===== src/hw/rtl/lwaq_pkg.sv =====
// lwaq_pkg: shared widths, codes, reset values and control bundles of the
// weighted admission queue. No dependencies; used by every rtl file.
package lwaq_pkg;

   localparam int ID_W     = 4;
   localparam int ACT_W    = 2;
   localparam int CLK_W    = 32;
   localparam int WT_W     = 8;
   localparam int CAP_W    = 16;
   localparam int AVAIL_W  = 17;
   localparam int CSR_IDX_W  = 2;
   localparam int CSR_DATA_W = 16;

   localparam int DEFAULT_MAX_NODES = 16;

   localparam logic [ID_W-1:0]  OWN_ID_RESET     = '0;
   localparam logic [WT_W-1:0]  OWN_WEIGHT_RESET = 8'd1;
   localparam logic [CAP_W-1:0] CAPACITY_RESET   = 16'd255;

   typedef enum logic [ACT_W-1:0] {
      ACT_REMOTE_REQ = 2'd0,
      ACT_REMOTE_REL = 2'd1,
      ACT_LOCAL_REQ  = 2'd2,
      ACT_LOCAL_REL  = 2'd3
   } action_type;

   typedef enum logic [CSR_IDX_W-1:0] {
      CSR_OWN_ID     = 2'd0,
      CSR_OWN_WEIGHT = 2'd1,
      CSR_CAPACITY   = 2'd2,
      CSR_UNUSED     = 2'd3
   } csr_index_type;

   // controller to datapath
   typedef struct packed {
      logic load;       // capture the incoming transaction
      logic update;     // advance the clock (all but a local release), write the table
      logic rd_own;     // read own entry, start the walk
      logic walk_step;  // read next table entry
      logic out_load;   // fill the response register
   } cmd_type;

   // datapath to controller
   typedef struct packed {
      logic walk_last;  // last entry is being read
      logic out_free;   // response register can take a new result
   } sts_type;

   function automatic logic [CLK_W-1:0] clock_inc(input logic [CLK_W-1:0] c);
      return (c == '1) ? c : c + 1'b1;
   endfunction

endpackage


===== src/hw/rtl/lwaq_ctrl.sv =====
// lwaq_ctrl: sequencer of the admission queue, one event at a time.
// Depends on lwaq_pkg for the command and status bundles.
module lwaq_ctrl (
   input  logic             clock,
   input  logic             reset,
   input  logic             req_valid,
   output logic             req_stall,
   input  lwaq_pkg::sts_type sts,
   output lwaq_pkg::cmd_type cmd
);

   typedef enum logic [5:0] {
      ST_IDLE   = 6'b000001,
      ST_UPDATE = 6'b000010,
      ST_OWN    = 6'b000100,
      ST_WALK   = 6'b001000,
      ST_DRAIN  = 6'b010000,
      ST_RESP   = 6'b100000
   } state_type;

   state_type state_ff, state_in;

   assign req_stall = (state_ff != ST_IDLE);

   always_comb begin
      state_in = state_ff;
      cmd      = '0;
      case (state_ff)
         ST_IDLE: begin
            if (req_valid) begin
               cmd.load = 1'b1;
               state_in = ST_UPDATE;
            end
         end
         ST_UPDATE: begin
            cmd.update = 1'b1;
            state_in   = ST_OWN;
         end
         ST_OWN: begin
            cmd.rd_own = 1'b1;
            state_in   = ST_WALK;
         end
         ST_WALK: begin
            cmd.walk_step = 1'b1;
            if (sts.walk_last) begin
               state_in = ST_DRAIN;
            end
         end
         ST_DRAIN: begin
            state_in = ST_RESP;
         end
         ST_RESP: begin
            if (sts.out_free) begin
               cmd.out_load = 1'b1;
               state_in     = ST_IDLE;
            end
         end
         default: begin
            state_in = ST_IDLE;
         end
      endcase
   end

   always_ff @(posedge clock) begin
      if (reset) begin
         state_ff <= ST_IDLE;
      end else begin
         state_ff <= state_in;
      end
   end

endmodule


===== src/hw/rtl/lwaq_dp.sv =====
// lwaq_dp: clock, request table, configuration registers, walk and response.
// Depends on lwaq_pkg; driven by lwaq_ctrl through cmd_type / sts_type.
module lwaq_dp #(
   parameter int MAX_NODES = lwaq_pkg::DEFAULT_MAX_NODES
) (
   input  logic                              clock,
   input  logic                              reset,
   input  lwaq_pkg::cmd_type                 cmd,
   output lwaq_pkg::sts_type                 sts,
   input  logic [lwaq_pkg::ACT_W-1:0]        req_action,
   input  logic [lwaq_pkg::ID_W-1:0]         req_node_id,
   input  logic [lwaq_pkg::CLK_W-1:0]        req_stamp,
   input  logic [lwaq_pkg::WT_W-1:0]         req_weight,
   input  logic                              csr_wr,
   input  logic [lwaq_pkg::CSR_IDX_W-1:0]    csr_index,
   input  logic [lwaq_pkg::CSR_DATA_W-1:0]   csr_data,
   input  logic                              rsp_stall,
   output logic                              rsp_valid,
   output logic [lwaq_pkg::CLK_W-1:0]        rsp_local_clock,
   output logic signed [lwaq_pkg::AVAIL_W-1:0] rsp_available,
   output logic                              rsp_may_enter,
   output logic                              rsp_own_pending,
   output logic                              rsp_send_reply,
   output logic                              rsp_broadcast
);

   localparam int IDX_W  = $clog2(MAX_NODES);
   localparam int CNT_W  = $clog2(MAX_NODES + 1);
   localparam int WORD_W = lwaq_pkg::CLK_W + lwaq_pkg::WT_W;

   // configuration
   logic [lwaq_pkg::ID_W-1:0]  own_id_ff;
   logic [lwaq_pkg::WT_W-1:0]  own_wt_ff;
   logic [lwaq_pkg::CAP_W-1:0] cap_ff;

   // captured transaction
   lwaq_pkg::action_type       act_ff;
   logic [lwaq_pkg::ID_W-1:0]  node_ff;
   logic [lwaq_pkg::CLK_W-1:0] stamp_ff;
   logic [lwaq_pkg::WT_W-1:0]  wt_ff;

   // protocol state
   logic [lwaq_pkg::CLK_W-1:0] clk_ff, clk_in;
   logic [MAX_NODES-1:0]       valid_ff, valid_in;
   logic [WORD_W-1:0]          mem [MAX_NODES];
   logic                       wr_en;
   logic [IDX_W-1:0]           wr_idx;
   logic [WORD_W-1:0]          wr_word;

   // walk
   logic [CNT_W-1:0]           cnt_ff;
   logic                       tag_vld_ff, tag_own_ff;
   logic [IDX_W-1:0]           tag_idx_ff;
   logic [lwaq_pkg::CLK_W-1:0] rd_stamp_ff;
   logic [lwaq_pkg::WT_W-1:0]  rd_weight_ff;
   logic [lwaq_pkg::CLK_W-1:0] own_stamp_ff;
   logic                       pending_ff;
   logic signed [lwaq_pkg::AVAIL_W-1:0] avail_ff, avail_in;
   logic [IDX_W-1:0]           rd_addr;
   logic                       ahead;

   logic [lwaq_pkg::CLK_W-1:0] clk_base, clk_next;
   logic [IDX_W-1:0]           own_idx, node_idx;
   logic                       own_ok, remote_ok;
   logic signed [lwaq_pkg::AVAIL_W-1:0] own_wt_ext;

   assign own_idx   = IDX_W'(own_id_ff);
   assign node_idx  = IDX_W'(node_ff);
   assign own_ok    = (32'(own_id_ff) < MAX_NODES);
   assign remote_ok = (32'(node_ff) < MAX_NODES) && (node_ff != own_id_ff);

   // configuration writes
   always_ff @(posedge clock) begin
      if (reset) begin
         own_id_ff <= lwaq_pkg::OWN_ID_RESET;
         own_wt_ff <= lwaq_pkg::OWN_WEIGHT_RESET;
         cap_ff    <= lwaq_pkg::CAPACITY_RESET;
      end else if (csr_wr) begin
         case (lwaq_pkg::csr_index_type'(csr_index))
            lwaq_pkg::CSR_OWN_ID:     own_id_ff <= csr_data[lwaq_pkg::ID_W-1:0];
            lwaq_pkg::CSR_OWN_WEIGHT: own_wt_ff <= csr_data[lwaq_pkg::WT_W-1:0];
            lwaq_pkg::CSR_CAPACITY:   cap_ff    <= csr_data[lwaq_pkg::CAP_W-1:0];
            default: begin
            end
         endcase
      end
   end

   always_ff @(posedge clock) begin
      if (cmd.load) begin
         act_ff   <= lwaq_pkg::action_type'(req_action);
         node_ff  <= req_node_id;
         stamp_ff <= req_stamp;
         wt_ff    <= req_weight;
      end
   end

   // clock and table update
   assign clk_base = ((act_ff == lwaq_pkg::ACT_REMOTE_REQ) && (stamp_ff > clk_ff))
                     ? stamp_ff : clk_ff;
   assign clk_next = lwaq_pkg::clock_inc(clk_base);

   always_comb begin
      clk_in   = clk_ff;
      valid_in = valid_ff;
      wr_en    = 1'b0;
      wr_idx   = node_idx;
      wr_word  = {stamp_ff, wt_ff};
      if (cmd.update) begin
         case (act_ff)
            lwaq_pkg::ACT_REMOTE_REQ: begin
               clk_in = clk_next;
               if (remote_ok) begin
                  valid_in[node_idx] = 1'b1;
                  wr_en              = 1'b1;
               end
            end
            lwaq_pkg::ACT_REMOTE_REL: begin
               clk_in = clk_next;
               if (remote_ok) begin
                  valid_in[node_idx] = 1'b0;
               end
            end
            lwaq_pkg::ACT_LOCAL_REQ: begin
               clk_in  = clk_next;
               wr_idx  = own_idx;
               wr_word = {clk_next, own_wt_ff};
               if (own_ok) begin
                  valid_in[own_idx] = 1'b1;
                  wr_en             = 1'b1;
               end
            end
            lwaq_pkg::ACT_LOCAL_REL: begin
               if (own_ok) begin
                  valid_in[own_idx] = 1'b0;
               end
            end
            default: begin
            end
         endcase
      end
   end

   always_ff @(posedge clock) begin
      if (reset) begin
         clk_ff   <= '0;
         valid_ff <= '0;
      end else begin
         clk_ff   <= clk_in;
         valid_ff <= valid_in;
      end
   end

   // table storage, registered read
   assign rd_addr = cmd.rd_own ? own_idx : cnt_ff[IDX_W-1:0];

   always_ff @(posedge clock) begin
      if (wr_en) begin
         mem[wr_idx] <= wr_word;
      end
      if (cmd.rd_own || cmd.walk_step) begin
         {rd_stamp_ff, rd_weight_ff} <= mem[rd_addr];
      end
   end

   // walk control
   assign sts.walk_last = (cnt_ff == CNT_W'(MAX_NODES - 1));

   always_ff @(posedge clock) begin
      if (reset) begin
         cnt_ff     <= '0;
         tag_vld_ff <= 1'b0;
         tag_own_ff <= 1'b0;
      end else begin
         tag_vld_ff <= cmd.rd_own || cmd.walk_step;
         tag_own_ff <= cmd.rd_own;
         if (cmd.rd_own) begin
            cnt_ff <= '0;
         end else if (cmd.walk_step) begin
            cnt_ff <= cnt_ff + 1'b1;
         end
      end
   end

   always_ff @(posedge clock) begin
      if (cmd.walk_step) begin
         tag_idx_ff <= cnt_ff[IDX_W-1:0];
      end
   end

   // order test against own entry by (stamp, id)
   assign ahead = !pending_ff || (rd_stamp_ff < own_stamp_ff) ||
                  ((rd_stamp_ff == own_stamp_ff) && (tag_idx_ff < own_idx));

   always_comb begin
      avail_in = avail_ff;
      if (cmd.rd_own) begin
         avail_in = $signed(lwaq_pkg::AVAIL_W'(cap_ff));
      end else if (tag_vld_ff && !tag_own_ff && valid_ff[tag_idx_ff] &&
                   !(pending_ff && (tag_idx_ff == own_idx)) && ahead) begin
         avail_in = avail_ff - $signed(lwaq_pkg::AVAIL_W'(rd_weight_ff));
      end
   end

   always_ff @(posedge clock) begin
      avail_ff <= avail_in;
      if (cmd.rd_own) begin
         pending_ff <= own_ok && valid_ff[own_idx];
      end
      if (tag_vld_ff && tag_own_ff) begin
         own_stamp_ff <= rd_stamp_ff;
      end
   end

   // response register
   assign own_wt_ext   = $signed(lwaq_pkg::AVAIL_W'(own_wt_ff));
   assign sts.out_free = !rsp_valid || !rsp_stall;

   always_ff @(posedge clock) begin
      if (reset) begin
         rsp_valid <= 1'b0;
      end else if (cmd.out_load) begin
         rsp_valid <= 1'b1;
      end else if (!rsp_stall) begin
         rsp_valid <= 1'b0;
      end
   end

   always_ff @(posedge clock) begin
      if (cmd.out_load) begin
         rsp_local_clock <= clk_ff;
         rsp_available   <= avail_ff;
         rsp_may_enter   <= pending_ff && (own_wt_ext <= avail_ff);
         rsp_own_pending <= pending_ff;
         rsp_send_reply  <= (act_ff == lwaq_pkg::ACT_REMOTE_REQ);
         rsp_broadcast   <= (act_ff == lwaq_pkg::ACT_LOCAL_REQ);
      end
   end

endmodule


===== src/hw/rtl/lamport_weighted_admission_queue.sv =====
// lamport_weighted_admission_queue: top level, controller plus datapath.
// Depends on lwaq_pkg, lwaq_ctrl and lwaq_dp.
//
// usage
//  - req_*: one event per transaction (remote request, remote release,
//    local request, local release) with sender id, stamp and weight
//  - rsp_*: one result per event: clock after the event, available
//    capacity ahead of the own entry, may_enter, own_pending, reply and
//    broadcast flags
//  - csr_*: register writes (own id, own weight, capacity), always ready;
//    write only while no event is in flight
// timing
//  - an event passes an update step and an own-entry read, then a walk of
//    one table entry per cycle through the single read port of the table
//    memory, then a drain step, before its result is valid
//  - one event at a time: a new transaction is taken only once the result
//    of the previous one has been loaded
//  - req_stall is high from acceptance until the result is loaded
//  - the result register decouples the receiver: while rsp_stall holds a
//    result, the next event is accepted and walked, and waits only to load
// reset
//  - synchronous: clock to zero, all table entries invalid, registers to
//    own id 0, own weight 1, capacity 255; no clearing pass is needed
module lamport_weighted_admission_queue #(
   parameter int MAX_NODES = lwaq_pkg::DEFAULT_MAX_NODES
) (
   input  logic                                clock,
   input  logic                                reset,
   // event channel
   input  logic                                req_valid,
   output logic                                req_stall,
   input  logic [lwaq_pkg::ACT_W-1:0]          req_action,
   input  logic [lwaq_pkg::ID_W-1:0]           req_node_id,
   input  logic [lwaq_pkg::CLK_W-1:0]          req_stamp,
   input  logic [lwaq_pkg::WT_W-1:0]           req_weight,
   // result channel
   output logic                                rsp_valid,
   input  logic                                rsp_stall,
   output logic [lwaq_pkg::CLK_W-1:0]          rsp_local_clock,
   output logic signed [lwaq_pkg::AVAIL_W-1:0] rsp_available,
   output logic                                rsp_may_enter,
   output logic                                rsp_own_pending,
   output logic                                rsp_send_reply,
   output logic                                rsp_broadcast,
   // register write channel
   input  logic                                csr_valid,
   output logic                                csr_ready,
   input  logic [lwaq_pkg::CSR_IDX_W-1:0]      csr_index,
   input  logic [lwaq_pkg::CSR_DATA_W-1:0]     csr_data
);

   lwaq_pkg::cmd_type cmd;
   lwaq_pkg::sts_type sts;

   // registers are plain flops, a write never waits
   assign csr_ready = 1'b1;

   // sequencer: capture, update, own read, table walk, drain, result load
   lwaq_ctrl u_ctrl (
      .clock     (clock),
      .reset     (reset),
      .req_valid (req_valid),
      .req_stall (req_stall),
      .sts       (sts),
      .cmd       (cmd)
   );

   // clock, table memory, accumulation of weights ahead of own entry
   lwaq_dp #(
      .MAX_NODES (MAX_NODES)
   ) u_dp (
      .clock           (clock),
      .reset           (reset),
      .cmd             (cmd),
      .sts             (sts),
      .req_action      (req_action),
      .req_node_id     (req_node_id),
      .req_stamp       (req_stamp),
      .req_weight      (req_weight),
      .csr_wr          (csr_valid && csr_ready),
      .csr_index       (csr_index),
      .csr_data        (csr_data),
      .rsp_stall       (rsp_stall),
      .rsp_valid       (rsp_valid),
      .rsp_local_clock (rsp_local_clock),
      .rsp_available   (rsp_available),
      .rsp_may_enter   (rsp_may_enter),
      .rsp_own_pending (rsp_own_pending),
      .rsp_send_reply  (rsp_send_reply),
      .rsp_broadcast   (rsp_broadcast)
   );

   // an accepted transaction blocks the next one from the following cycle on
   a_busy_after_accept: assert property (@(posedge clock) disable iff (reset)
      (req_valid && !req_stall) |=> req_stall)
      else $error("event channel not blocked after acceptance");

   // at most one command per cycle
   a_cmd_exclusive: assert property (@(posedge clock) disable iff (reset)
      $onehot0({cmd.load, cmd.update, cmd.rd_own, cmd.walk_step, cmd.out_load}))
      else $error("overlapping datapath commands");

   // a result never overwrites one that is still held by the receiver
   a_no_overwrite: assert property (@(posedge clock) disable iff (reset)
      cmd.out_load |-> sts.out_free)
      else $error("result register overwritten while stalled");

   // the table update follows the capture directly
   a_update_follows_load: assert property (@(posedge clock) disable iff (reset)
      cmd.load |=> cmd.update)
      else $error("update missing after capture");

endmodule


===== config.mk =====
export PLATFORM = sky130hd
export DESIGN_NAME = lamport_weighted_admission_queue
export DESIGN_NICKNAME = d
export VERILOG_FILES = /design/src/hw/rtl/lwaq_pkg.sv /design/src/hw/rtl/lwaq_ctrl.sv /design/src/hw/rtl/lwaq_dp.sv /design/src/hw/rtl/lamport_weighted_admission_queue.sv
export SDC_FILE = /design/constraint.sdc
export NUM_CORES = 1
export LEC_CHECK = 0
export ABC_AREA = 1
export BUFFER_PORTS_ARGS = -buffer_cell sky130_fd_sc_hd__clkbuf_2
export CORE_MARGIN = 3
export CORE_UTILIZATION = 31
export CTS_CLUSTER_SIZE = 40
export DETAILED_ROUTE_END_ITERATION = 10
export MAX_ROUTING_LAYER = met4
export PLACE_DENSITY = 0.52
export SLEW_MARGIN = 10
export SYNTH_ARGS = -nofsm -noshare
export SYNTH_HDL_FRONTEND = slang
export SYNTH_SLANG_ARGS = --single-unit

===== constraint.sdc =====
create_clock -name clock -period 4.9 [get_ports clock]
set_input_delay 0.735 -clock clock [delete_from_list [all_inputs] [get_ports clock]]
set_output_delay 0.735 -clock clock [all_outputs]
set_load 0.02 [all_outputs]

Yosys cells after proc, flatten, opt, wreduce, memory -nomap -nowiden:

Memory sizes are Yosys's and may differ from the RTL's. A register that Yosys moved wholly into a read port is not among the register bits.
Index checks and enable logic that the tools add are counted.

* flip-flop bits (word level): 243
* memory bits (writable): 640
* bits of input ports: 69
* output and inout bits: 56
* logic and storage cells: 136
* memories kept: 1

* add/sub/neg operators: 3
* magnitude comparators: 9
* equality and inequality tests: 23
* multiplexer cells: 38
* bitwise operators: 6
* reduce and logical (&&, ||, !) cells: 31

Memories
* u_dp.mem: depth 16, bits a word 40, rd ports 1, clocked after Yosys merged registers in 1, write ports 1, RTL line lwaq_dp.sv:45 `logic [WORD_W-1:0] mem [MAX_NODES];`

Operators with widths (number)
* $mux 40: 2
* $mux 16: 4
* $mux 32: 2
* $pmux 16 s4: 1
* $pmux 6 s6: 1
* $add 32x1->32 const B: 1
* $and 16x16->16: 2
* $eq 32x32->1: 1
* $eq 32x32->1 const B: 1
* $gt 32x32->1: 1
* $lt 32x32->1: 1
* $not 16->16: 2
* $or 16x16->16: 2
* $mux 6: 3
* $le 9x17->1: 1
* $mux 1: 17
* $sub 17x9->17: 1
* $lt 4x5->1 const B: 3
* $mux 4: 3
* $logic_and 1x1->1: 11
* $bmux 1 s4: 2
* $demux 1 s4: 2
* $ge 4x1->1 const B: 2
* $reduce_and 2->1: 4
* 24 further kinds: 40

Longest topological paths before layout:

Gate-level depths: netlist of run 1.

* depth after elaboration: 8
* gate-level depth with buffers: 28
* depth with buffers taken out: 27

Modules after synthesis:

From an unflattened synthesis of run 1, not the netlist that was laid out.

* cells, all modules: 3850
* area, all modules: 41138.2 sq um

By module, submodules not included
* lwaq_dp: times used 1, cells each 3797, area each 40751.6 sq um
* lwaq_ctrl: times used 1, cells each 51, area each 375.4 sq um
* lamport_weighted_admission_queue: times used 1, cells each 2, area each 11.3 sq um

Worst setup path before layout of run 1:

No wires, ideal clock.

* kind: reg2reg
* from: register u_ctrl.state_ff[4]
* to: memory u_dp.mem[11][0] (netlist bit), enable pin
* library setup time: 437 ps
* arrival: 3332 ps
* data required time: 4463 ps
* setup slack: 1131 ps
* stages on the path, launching flop included: 11
* clock period less this slack: 3769 ps
* path through: dfxtp_1 nor2_1 inv_2 nor4_1 inv_1 nor2_1 buf_2 a21oi_1 nor3_1 nand2_1 nor2_1

* cells in the longest elaborated chain, start to end: 5

Ends and longest elaborated chain
* from (decl): RTL line lwaq_ctrl.sv:21 `state_type state_ff, state_in;`
* from (signal assigned): RTL line lwaq_ctrl.sv:68 `state_ff <= state_in;`
* $eq 6x2->1 (*): RTL line lwaq_ctrl.sv:28 `case (state_ff)`
* $mux 1 (*): RTL line lwaq_ctrl.sv:28
* $mux 1: RTL line lwaq_dp.sv:109 `if (cmd.update) begin`
* $mux 1: RTL line lwaq_dp.sv:158 `if (wr_en) begin`
* $mux 1 (not written as such): RTL line lwaq_dp.sv:159 `mem[wr_idx] <= wr_word;`
* to (decl): RTL line lwaq_dp.sv:45

Mark *: on every way between the ends. The rest lies on a longest branch, timed or not.

Worst setup path after layout of run 1:

* from: register u_dp.clk_ff[5] (netlist bit)
* to: memory u_dp.mem[5][22] (netlist bit), data pin

* cells in the longest elaborated chain, start to end: 7

Ends and longest elaborated chain
* from (decl): RTL line lwaq_dp.sv:43 `logic [lwaq_pkg::CLK_W-1:0] clk_ff, clk_in;`
* from (signal assigned): RTL line lwaq_dp.sv:149 `clk_ff <= clk_in;`
* $gt 32x32->1: RTL line lwaq_dp.sv:99 `assign clk_base = ((act_ff == lwaq_pkg::ACT_REMOTE_REQ) && (stamp_ff > clk_ff))`
* $logic_and 1x1->1: RTL line lwaq_dp.sv:99
* $mux 32 (*): RTL line lwaq_dp.sv:100 `? stamp_ff : clk_ff;`
* $add 32x1->32 or $eq 32x32->1 (tied branches): RTL line lwaq_pkg.sv:50 `return (c == '1) ? c : c + 1'b1;`
* $mux 32 (*): RTL line lwaq_pkg.sv:50
* $mux 40 (*): RTL line lwaq_dp.sv:110 `case (act_ff)`
* $mux 40 (*): RTL line lwaq_dp.sv:109
* named net u_dp.wr_word[22]: RTL line lwaq_dp.sv:48 `logic [WORD_W-1:0] wr_word;`

Mark *: on every way through the listed nets, which the timed path passes. The rest lies on a longest branch.

==> results of run 1 <==
==> flip-flops by register name, indices dropped and copies added (netlist names), 6 cells and up <==
register and count:
u_dp.own_stamp_ff 32, u_dp.rsp_available 17, u_dp.avail_ff 17, u_dp.rd_weight_ff 8, u_dp.clk_ff 32, u_dp.valid_ff 16
u_dp.mem 640, u_dp.wt_ff 8, u_dp.rsp_local_clock 32, u_dp.cap_ff 16, u_dp.rd_stamp_ff 32, u_dp.own_wt_ff 8
u_dp.stamp_ff 32, u_ctrl.state_ff 6
==> kinds of logic (layout without fill, tap and decap cells) <==
logic type,count (synthesis),count (layout),share of synthesized area
multiplexers,1,1,0.0002823
buffers and inverters,427,623,0.04339
adder cells (fa/ha/maj),89,89,0.02811
other,1,3,0.00009403
AO/OA/AOI/OAI,797,797,0.1200
flip-flops,923,923,0.6721
XOR/XNOR,8,8,0.001757
AND/OR/NAND/NOR,1247,1247,0.1342
==> worst max-delay path, delay by kind of cell (launching register included) <==
kind                       cells  cell delay (ps)
buffers and inverters          5             1000
AOI/OAI and AO/OA              2              540
and+or+nand+nor               13             1680
DFF                            1              400
adders and majority gates      2              540
==> routing by layer <==
layer | part of all wire | vias to the layer above | GRT usage | routed length (um)
li1 | - | 12810 | - | -
met1 | 0.45 | 13520 | 0.2419 | 53480
met3 | 0.053 | 175 | 0.02356 | 6221
met4 | 0.025 | 0 | 0.04981 | 2932
met5 | 0 | - | - | 0
met2 | 0.47 | 817 | 0.2848 | 55210
==> through the flow <==
stage / cell area, um2 / util / cells
finish: 46000 / 0.3630 / 5341
global route: 46000 / 0.3630 / 5341
CTS: 46000 / 0.3630 / 5339
detailed placement: 42820 / 0.3379 / 5160
global placement: 42820 / 0.3379 / 5160
floorplan: 39880 / - / 3493
==> area by class of cell <==
class	count	area, um2
Multi-Input combinational cell	2143	11520
Clock buffer	126	2629
Fill cell	12340	80710
Clock inverter	53	551.8
Inverter	242	920.9
Timing Repair Buffer	202	1509
Tap cell	1650	2064
Sequential cell	923	26810
Antenna cell	2	5.005
==> cells in the final DEF (no fill, tap or decap), types with 50 or more instances in the layout <==
master     instances
a21oi_1           85
buf_4             55
clkbuf_16         99
clkbuf_2         123
dfxtp_1           91
edfxtp_1         832
ha_1              88
inv_1            230
nand2_1          407
nand3_1          147
nor2_1           555
o211ai_1          50
o21ai_0          423
o221ai_1         122
o22ai_1           51
==> Yosys cell counts (all sizes together), types with 2 or more instances <==
cell type	count
o22ai	51
nand3b	6
a21oi	86
nand3	174
o21a	2
inv	238
or2	8
nand2	431
a31oi	8
o2111ai	2
nor3	15
dfxtp	91
and2	2
clkinv	4
a22oi	6
nand4	16
o221ai	122
edfxtp	832
buf	46
a211oi	2
o211ai	50
nor2	588
clkbuf	139
o32ai	2
nor4	4
o21bai	8
xor2	7
nor3b	2
o21ai	443
ha	88
a221oi	11
==> report_power, final <==
part	internal, W	switching, W	leakage [nW]
Combinational	0.000250	0.000731	6.28
Sequential	0.00878	0.0000773	8.21
Clock	0.00427	0.00308	1.54
Total	0.0133	0.00389	16.0
==> how the worst max path moves through the flow <==
stage | to | slack [ps] | cells past startpoint
floorplan | u_dp.mem[11][0]$_DFFE_PP_ | 1130 | 10
global placement | u_dp.mem[4][24]$_DFFE_PP_ | 450 | 22
detailed placement | u_dp.mem[6][22]$_DFFE_PP_ | 400 | 22
CTS | u_dp.mem[4][22]$_DFFE_PP_ | 360 | 22
global route | u_dp.mem[2][24]$_DFFE_PP_ | 40 | 22
finish | u_dp.mem[5][22]$_DFFE_PP_ | 360 | 22
==> qor.yml, run 1 <==
synth_ff_type: "edfxtp_1"
period_share: 0.9273
hold_path_end: "u_dp.act_ff[0]$_DFFE_PP_"
groute.usage.overall: 0.1794
slew_viol_final: 0
grt_pass1_vias: 26380
critPathCaptureType: "flip-flop"
routed_wl_mm: 117.8
dr.first_iter.drc_count: 2414
critical_path_required_ps: 5190
async_flop_share: 0
clk_pin_slew_ps: 60
maxCapViolations: 0
path_cells: "inv_1 > ha_1 > nand2_1 > nor2_1 > nand2_1 > nand2_1 > nand2_1 > nand2_1 > nand2_2 > nand2_4 > buf_12 > nand3_1 > nand2_1 > ha_1 > inv_1 > nor2_1 > nand2_1 > buf_4 > o21ai_1 > nand3_1 > o21bai_1 > inv_1"
slew_headroom: 0.3215
synth_nets: 3651
area_delta_synth_final_pct: 15.35
critical_path.max_stage_delay_ps: 420
wl_per_cell_um: 22.06
clockBufferDepth: 3
clkSinkCount: 923
grt_pass1_wl_mm: 174.2
dieWidth_um: 364.7
r2r_cells: 22
synth_top_cell_by_area: "edfxtp_1"
die_y_um: 364.7
syn_inst: 3493
antenna_left: 0
finalHoldViolations: 0
status: "completed"
grt_max_degree: 162
num_vias: 27320
tightest_slew_ps: 1017
cts_setup_buffers: 0
synth-edff-count: 832
cpMaxStageDelayCell: "o21bai_1"
cts_tree: "yes"
post_cts_resized: 0
place_hpwl_mm: 67.45
remaining_drc_errors: 0
cp-start-kind: "flip-flop"
drive_gt1_frac: 0.1220
initial_core_util: 0.3147
grt_overflow: 0
period_minus_slack_ps: 4544
insertion_delay_ps: 660
arrival_ps: 4830
nets: 3766
fin_hold_ws_ps: 247.2
netlist_area_mm2: 0.03988
fin_ws_ps: 356.3
cts-htree-levels: 3
syn_avg_cell_area_um2: 11.42
core_area_mm2: 0.1267
setup_viol_count_final: 0
row_count: 130
antenna_found_initial: 2
dr.pass1.iters: 6
ir_drop_mv: 0.3086
finalWeightedCongestion: 0.9199
hp-start: "req_action[0]"
fp.dieArea_mm2: 0.1330
cts_inserted_buffers: 96
portBuffers: 123
p_per_area_mw_per_mm2: 373.7
power_leakage_nw: 16.03
critPathKind: "reg -> reg"
boundaryPins: 125
rsz0062_at_grt: "no"
hold_depth: 1
finClkSkew_ps: 24.68
fin_tns_setup_ps: 0
min_path_type: "in -> reg"
postCtsHoldBufs: 0
yosysWarnings: 0
yosys.area.top_type_share: 0.6265
fmax_ghz: 0.2201
finalPower_w: 0.01719
avgViaCountPerCell: 5.115
yosys_register_bits: 923
yosysUniqueCellTypes: 59
pre_cts_slack_ps: 403.4
regToRegSetupSlack_ps: 360
crit_top_cell: "nand2_1"
root_buffer: "clkbuf_16"
synthTopCellsByArea: "edfxtp_1 (63%), nor2_1 (5.4%), o21ai_0 (5.3%)"
reg2reg_from: "u_dp.clk_ff[5]$_SDFFE_PP0P_"
yosysSeqAreaShare: 0.6721
crit_path_start: "u_dp.clk_ff[5]$_SDFFE_PP0P_"
critPathMaxFanout: 40
r2r_end: "u_dp.mem[5][22]$_DFFE_PP_"
No activity file was read; power rests on OpenSTA's default activity.
==> inputs of run 2 (changes only) <==
--- a/config.mk
+++ b/config.mk
@@ -11,7 +11,6 @@
 export CORE_UTILIZATION = 31
 export CTS_CLUSTER_SIZE = 40
 export DETAILED_ROUTE_END_ITERATION = 10
-export MAX_ROUTING_LAYER = met4
 export PLACE_DENSITY = 0.52
 export SLEW_MARGIN = 10
 export SYNTH_ARGS = -nofsm -noshare
==> qor.yml, run 2 (synthesis results as in run 1) <==
status: "completed"
cp_num_cells: 22  # unchanged
route.layer.met1.wl_mm: 53.09  # -0.73%
path_cells: "inv_1 > ha_1 > a21oi_1 > nor2_1 > nor2_1 > nand3_1 > a21oi_2 > nand2_4 > nand2_8 > nand2_1 > o21ai_1 > inv_1 > buf_4 > ha_1 > inv_1 > nor2_1 > nand2_1 > inv_1 > nand2_1 > nand3_1 > o21ai_0 > inv_1"
period_minus_slack_ps: 4532  # -12.15 ps
grt_max_degree: 195  # +20%
final_cell_mix: "edfxtp_1 (832), nor2_1 (554), o21ai_0 (423)"
fin_tns_setup_ps: 0  # unchanged
fp.dieArea_mm2: 0.1330  # unchanged
dr.pass1.iters: 7  # +1
combPwrFrac: 0.057  # about the same
clk_pin_slew_ps: 60  # about the same
wl_met3_mm: 6.003  # -3.5%
critPathCaptureType: "flip-flop"
power_leakage_nw: 15.95  # -0.52%
critical_path.endpoint: "u_dp.mem[11][14]$_DFFE_PP_"
p_per_area_mw_per_mm2: 371.5  # -0.58%
post_cts_resized: 0  # unchanged
critPathKind: "reg -> reg"
finalWeightedCongestion: 0.9178  # -0.23%
insertion_delay_ps: 670  # about the same
tightest_slew_ps: 995.7  # -20.90 ps
min_path_type: "in -> reg"
slew_headroom: 0.3362  # +0.01468
dieWidth_um: 364.7  # unchanged
crit_family: "compound AO/OA/AOI/OAI gates"
critical_path.max_stage_delay_ps: 720  # +300 ps
die_y_um: 364.7  # unchanged
drive_gt1_frac: 0.1214  # -0.0005829
critical_path_required_ps: 5190  # about the same
initial_core_util: 0.3147  # unchanged
cp-start-kind: "flip-flop"
postCtsHoldBufs: 0  # unchanged
finalCoreUtilization: 0.3615  # -0.001560
nets: 3761  # -0.13%
cts_inserted_buffers: 94  # -2.1%
fmax_ghz: 0.2207  # +0.27%
num_vias: 27200  # -0.46%
remaining_drc_errors: 0  # unchanged
wl_per_cell_um: 21.74  # -1.5%
antenna_left: 0  # unchanged
period_share: 0.9248  # -0.002481
met2_length_mm: 54.35  # -1.6%
cts-htree-levels: 3  # unchanged
clkSinkCount: 923  # unchanged
layout.cells.non_filler: 5332  # -0.17%
largest-register: "u_dp.mem"
largest_register_ff_count: 640  # unchanged
dr.first_iter.drc_count: 2398  # -0.66%
maxCapViolations: 0  # unchanged
grt_pass1_vias: 26530  # +0.55%
critPathMaxFanout: 16  # -60%
final_common_cell: "edfxtp_1"
clockBufferDepth: 3  # unchanged
core_area_mm2: 0.1267  # unchanged
r2r_end: "u_dp.mem[11][14]$_DFFE_PP_"
regToRegSetupSlack_ps: 370  # about the same
crit_path_start: "u_dp.clk_ff[21]$_SDFFE_PP0P_"
cpMaxStageDelayCell: "o21ai_0"
grt_pass1_wl_mm: 173.8  # -0.23%
routed_wl_mm: 115.9  # -1.6%
crit_top_cell: "inv_1"
p_sw_w: 0.003906  # +0.45%
p_seq_frac: 0.521  # +0.006
reg2reg_from: "u_dp.clk_ff[21]$_SDFFE_PP0P_"
dp_cells: 5157  # -0.058%
row_count: 130  # unchanged
place_hpwl_mm: 66.75  # -1.0%
cts_tree: "yes"
maxUsedRoutingLayer: "met4"
clockPowerShare: 0.422  # -0.006
finalHoldViolations: 0  # unchanged
avgViaCountPerCell: 5.101  # -0.29%
slew_viol_final: 0  # unchanged
switching_share: 0.2295  # +0.003338
boundaryPins: 125  # unchanged
n_fill_cell: 12370  # +0.25%
portBuffers: 123  # unchanged
rsz0062_at_grt: "no"
finClkSkew_ps: 25.83  # +1.154 ps
cts_setup_buffers: 0  # unchanged
root_buffer: "clkbuf_16"
arrival_ps: 4820  # about the same
setup_viol_count_final: 0  # unchanged
grt_overflow: 0  # unchanged
r2r_cells: 22  # unchanged
antenna_found_initial: 0  # -2
groute.usage.overall: 0.1722  # -0.007238
ir_drop_mv: 0.2458  # -20%
crit_buf_inv: 6  # +1
intPower_w: 0.01311  # -1.4%
n_antenna_cell: 0  # -2
area_delta_synth_final_pct: 14.85
-- run 2: cell count changes in the layout (fill, tap and decap cells not counted), sizes merged --
cell / before / now
buf: 79 / 76
clkbuf: 249 / 238
inv: 242 / 246
clkinv: 40 / 43
diode: 2 / 0
-- run 2: worst register-to-register path, cell delays in order (launching register included) --
cell and delay, ps:
dfxtp_1 380, inv_1 60, ha_1 310, a21oi_1 140, nor2_1 60, nor2_1 100, nand3_1 120, a21oi_2 260
nand2_4 150, nand2_8 110, nand2_1 50, o21ai_1 200, inv_1 120, buf_4 160, ha_1 200, inv_1 90
nor2_1 90, nand2_1 140, inv_1 90, nand2_1 60, nand3_1 80, o21ai_0 720, inv_1 450
-- run 2: power groups by stage --
stage	combinational, W	clock (W)	sequential (W)
final	0.000970	0.00719	0.00886
after global placement	0.000972	0	0.00902
after CTS	0.000972	0.00735	0.00886
after global routing	0.00107	0.00766	0.00886
after floorplan	0.000569	0	0.00901
after detailed placement	0.000967	0	0.00902
-- run 2: metal layers --
metal  vias to the layer above  GRT usage
li1                      12790          -
met1                     13470     0.2429
met2                       799     0.2790
met3                       136    0.02141
met4                         0    0.04830
met5                         -          0
-- run 2: worst min path at each step --
stage	startpoint	endpoint	slack, ps	cells after the start
3_3_place_gp	u_dp.rd_stamp_ff[0]$_DFFE_PP_	u_dp.own_stamp_ff[0]$_DFFE_PP_	430	0
6_report	req_stamp[13]	u_dp.stamp_ff[13]$_DFFE_PP_	240	1
5_1_grt	req_stamp[6]	u_dp.stamp_ff[6]$_DFFE_PP_	210	1
2_1_floorplan	u_dp.clk_ff[31]$_SDFFE_PP0P_	u_dp.rsp_local_clock[31]$_DFFE_PP_	420	0
3_5_place_dp	u_dp.rd_stamp_ff[28]$_DFFE_PP_	u_dp.own_stamp_ff[28]$_DFFE_PP_	440	0
4_1_cts	req_action[0]	u_dp.act_ff[0]$_DFFE_PP_	190	1
-- run 2: final cells by class --
cell class,instances,area (um2),area share
Sequential cell,923,26810,0.5852
Timing Repair Buffer,199,1436,0.03136
Clock buffer,115,2472,0.05398
Multi-Input combinational cell,2143,11520,0.2515
Clock inverter,60,585.6,0.01278
Tap cell,1650,2064,0.04507
Inverter,242,920.9,0.02010
-- run 2: metrics by stage --
step	hold WS (ps)	total power [W]	setup WS [ps]	cell area, um2
2_1_floorplan	424.9	0.009583	1131	39880
3_3_place_gp	433.0	0.009994	418.8	42740
3_5_place_dp	442.9	0.009991	358.4	42740
4_1_cts	191.4	0.01718	329.6	45800
5_1_grt	213.0	0.01759	59.42	45800
6_report	240.4	0.01702	368.4	45800
==> inputs of run 3 (changes only) <==
--- a/config.mk
+++ b/config.mk
@@ -7,11 +7,12 @@
 export LEC_CHECK = 0
 export ABC_AREA = 1
 export BUFFER_PORTS_ARGS = -buffer_cell sky130_fd_sc_hd__clkbuf_2
+export CAP_MARGIN = 20
 export CORE_MARGIN = 3
 export CORE_UTILIZATION = 31
 export CTS_CLUSTER_SIZE = 40
 export DETAILED_ROUTE_END_ITERATION = 10
-export PLACE_DENSITY = 0.52
+export PLACE_DENSITY = 0.53
 export SLEW_MARGIN = 10
 export SYNTH_ARGS = -nofsm -noshare
 export SYNTH_HDL_FRONTEND = slang
==> constraint.sdc (replaced) <==
create_clock -name clock -period 3.8 [get_ports clock]
set_input_delay 0.57 -clock clock [delete_from_list [all_inputs] [get_ports clock]]
set_output_delay 0.57 -clock clock [all_outputs]
set_load 0.02 [all_outputs]
==> qor.yml, run 3 (synthesis results as in run 1) <==
finalWeightedCongestion: 0.9147  # -0.34%
status: "completed"
clkSinkCount: 923  # unchanged
wl_per_cell_um: 21.25  # -2.2%
die_y_um: 364.7  # unchanged
regToRegSetupSlack_ps: 120  # -240 ps
insertion_delay_ps: 660  # about the same
p_per_area_mw_per_mm2: 461.9  # +24%
dr.pass1.iters: 6  # -1
period_share: 0.9671  # +0.04233
ir_drop_mv: 0.3057  # +24%
fin_hold_ws_ps: 87.08  # -153.3 ps
critPathCaptureType: "flip-flop"
slew_viol_final: 0  # unchanged
portBuffers: 123  # unchanged
cp-start-kind: "flip-flop"
num_vias: 28180  # +3.6%
grt_pass1_vias: 27380  # +3.2%
period_minus_slack_ps: 3675  # -856.4 ps
antenna_found_initial: 4  # +4
groute.usage.overall: 0.1735  # +0.001323
final_cell_mix: "edfxtp_1 (832), nor2_1 (532), o21ai_0 (418)"
antenna_left: 0  # unchanged
remaining_drc_errors: 0  # unchanged
finalHoldViolations: 0  # unchanged
core_area_mm2: 0.1267  # unchanged
setup_viol_count_final: 0  # unchanged
grt_max_degree: 145  # -26%
place_area_mm2: 0.04462  # +4.4%
nets: 3998  # +6.3%
finClkSkew_ps: 36.58  # +10.75 ps
initial_core_util: 0.3147  # unchanged
critPathKind: "reg -> reg"
maxCapViolations: 0  # unchanged
largest_register_ff_count: 640  # unchanged
area_delta_synth_final_pct: 21.28
drive_gt1_frac: 0.1928  # +0.07145
largest-register: "u_dp.mem"
place_hpwl_mm: 71.63  # +7.3%
root_buffer: "clkbuf_16"
clk_pin_slew_ps: 60  # about the same
arrival_ps: 4070  # -750 ps
crit_path_start: "u_dp.stamp_ff[27]$_DFFE_PP_"
avgViaCountPerCell: 5.063  # -0.73%
cts_inserted_buffers: 94  # unchanged
rsz0062_at_grt: "yes"
fmax_ghz: 0.2721  # +23%
critPathMaxFanout: 9  # -7
grt_overflow: 0  # unchanged
boundaryPins: 125  # unchanged
final_common_cell: "edfxtp_1"
clockBufferDepth: 3  # unchanged
min_path_type: "in -> reg"
tightest_slew_ps: 884.6  # -111.0 ps
dieWidth_um: 364.7  # unchanged
reg2reg_from: "u_dp.stamp_ff[27]$_DFFE_PP_"
power_leakage_nw: 17.31  # +8.5%
row_count: 130  # unchanged
grt_pass1_wl_mm: 175.0  # +0.72%
cts_tree: "yes"
cts-htree-levels: 3  # unchanged
final_area_mm2: 0.04837  # +5.6%
dr.first_iter.drc_count: 2558  # +6.7%
r2r_end: "u_dp.mem[2][9]$_DFFE_PP_"
critical_path_required_ps: 4200  # -990 ps
fp.dieArea_mm2: 0.1330  # unchanged
slew_headroom: 0.4096  # +0.07337
routed_wl_mm: 118.3  # +2.0%
critical_path.endpoint: "u_dp.mem[2][9]$_DFFE_PP_"
r2r_cells: 25  # +14%
-- run 3: metal layers --
metal | up-vias | global-route usage | wire length [um]
li1 | 13270 | - | -
met1 | 13910 | 0.2388 | 52700
met2 | 848 | 0.2844 | 56150
met3 | 155 | 0.02370 | 6534
met4 | 4 | 0.05307 | 2888
met5 | - | 0 | 23
-- run 3: worst min path at each step --
| stage | cells after the start | from | slack (ps) | end |
|---|---|---|---|---|
| after floorplan | 0 | u_dp.clk_ff[31]$_SDFFE_PP0P_ | 420 | u_dp.rsp_local_clock[31]$_DFFE_PP_ |
| after global placement | 0 | u_dp.rd_stamp_ff[0]$_DFFE_PP_ | 430 | u_dp.own_stamp_ff[0]$_DFFE_PP_ |
| after detailed placement | 0 | u_dp.rd_stamp_ff[14]$_DFFE_PP_ | 440 | u_dp.own_stamp_ff[14]$_DFFE_PP_ |
| after CTS | 1 | req_action[0] | 30 | u_dp.act_ff[0]$_DFFE_PP_ |
| after global routing | 1 | req_weight[7] | 60 | u_dp.wt_ff[7]$_DFFE_PP_ |
| final | 1 | req_weight[6] | 90 | u_dp.wt_ff[6]$_DFFE_PP_ |
-- run 3: worst max-delay path: stages, from the launching register on --
cell and delay [ps]:
edfxtp_1 430, ha_4 300, nand2_1 120, nor2_1 130
and2_4 170, nand3_4 90, inv_2 70, nand2_2 80
nand2_8 130, nand2_8 100, nand2_2 70, o21ai_1 70
inv_1 80, ha_2 170, inv_1 70, nor2_4 120
nand2_4 70, nor2_4 180, nand2_4 100, buf_8 150
buf_12 140, nand2_4 70, nand3_4 70, o21ai_4 130
clkinvlp_2 150, buf_6 150
-- run 3: per-stage QoR --
| step | cells | TNS, ps | total power (W) | setup slack (ps) | utilization |
|---|---|---|---|---|---|
| 2_1_floorplan | 3493 | 0 | 0.01236 | 30.90 | - |
| 3_3_place_gp | 5370 | -8326 | 0.01313 | -172.4 | 0.3521 |
| 3_5_place_dp | 5370 | -14520 | 0.01313 | -229.2 | 0.3521 |
| 4_1_cts | 5542 | 0 | 0.02242 | 15.93 | 0.3765 |
| 5_1_grt | 5566 | -1434 | 0.02310 | -39.35 | 0.3817 |
| 6_report | 5566 | 0 | 0.02234 | 124.9 | 0.3817 |
-- run 3: area by class of cell --
type | count | area, um2
Antenna cell | 1 | 2.502
Clock buffer | 117 | 2500
Clock inverter | 54 | 554.3
Fill cell | 12190 | 78340
Inverter | 242 | 924.6
Multi-Input combinational cell | 2144 | 11940
Sequential cell | 923 | 26810
Tap cell | 1650 | 2064
Timing Repair Buffer | 433 | 3562
Timing Repair inverter | 2 | 12.51
-- run 3: what timing repair did --
item / 4_1_cts / 5_1_grt
setup buffers: 0 / 15
gates cloned: 1 / 8
pin swaps: 0 / 27
endpoints found under the setup margin: 160 / 483
gates resized for setup: 15 / 106
endpoints found under the hold margin: 0 / 0
hold buffers: 0 / 0
-- run 3: power by group --
| part | internal, W | total (W) | switching [W] |
|---|---|---|---|
| combinational | 0.000609 | 0.00167 | 0.00106 |
| sequential | 0.0113 | 0.0114 | 0.0000773 |
| clock | 0.00540 | 0.00927 | 0.00386 |
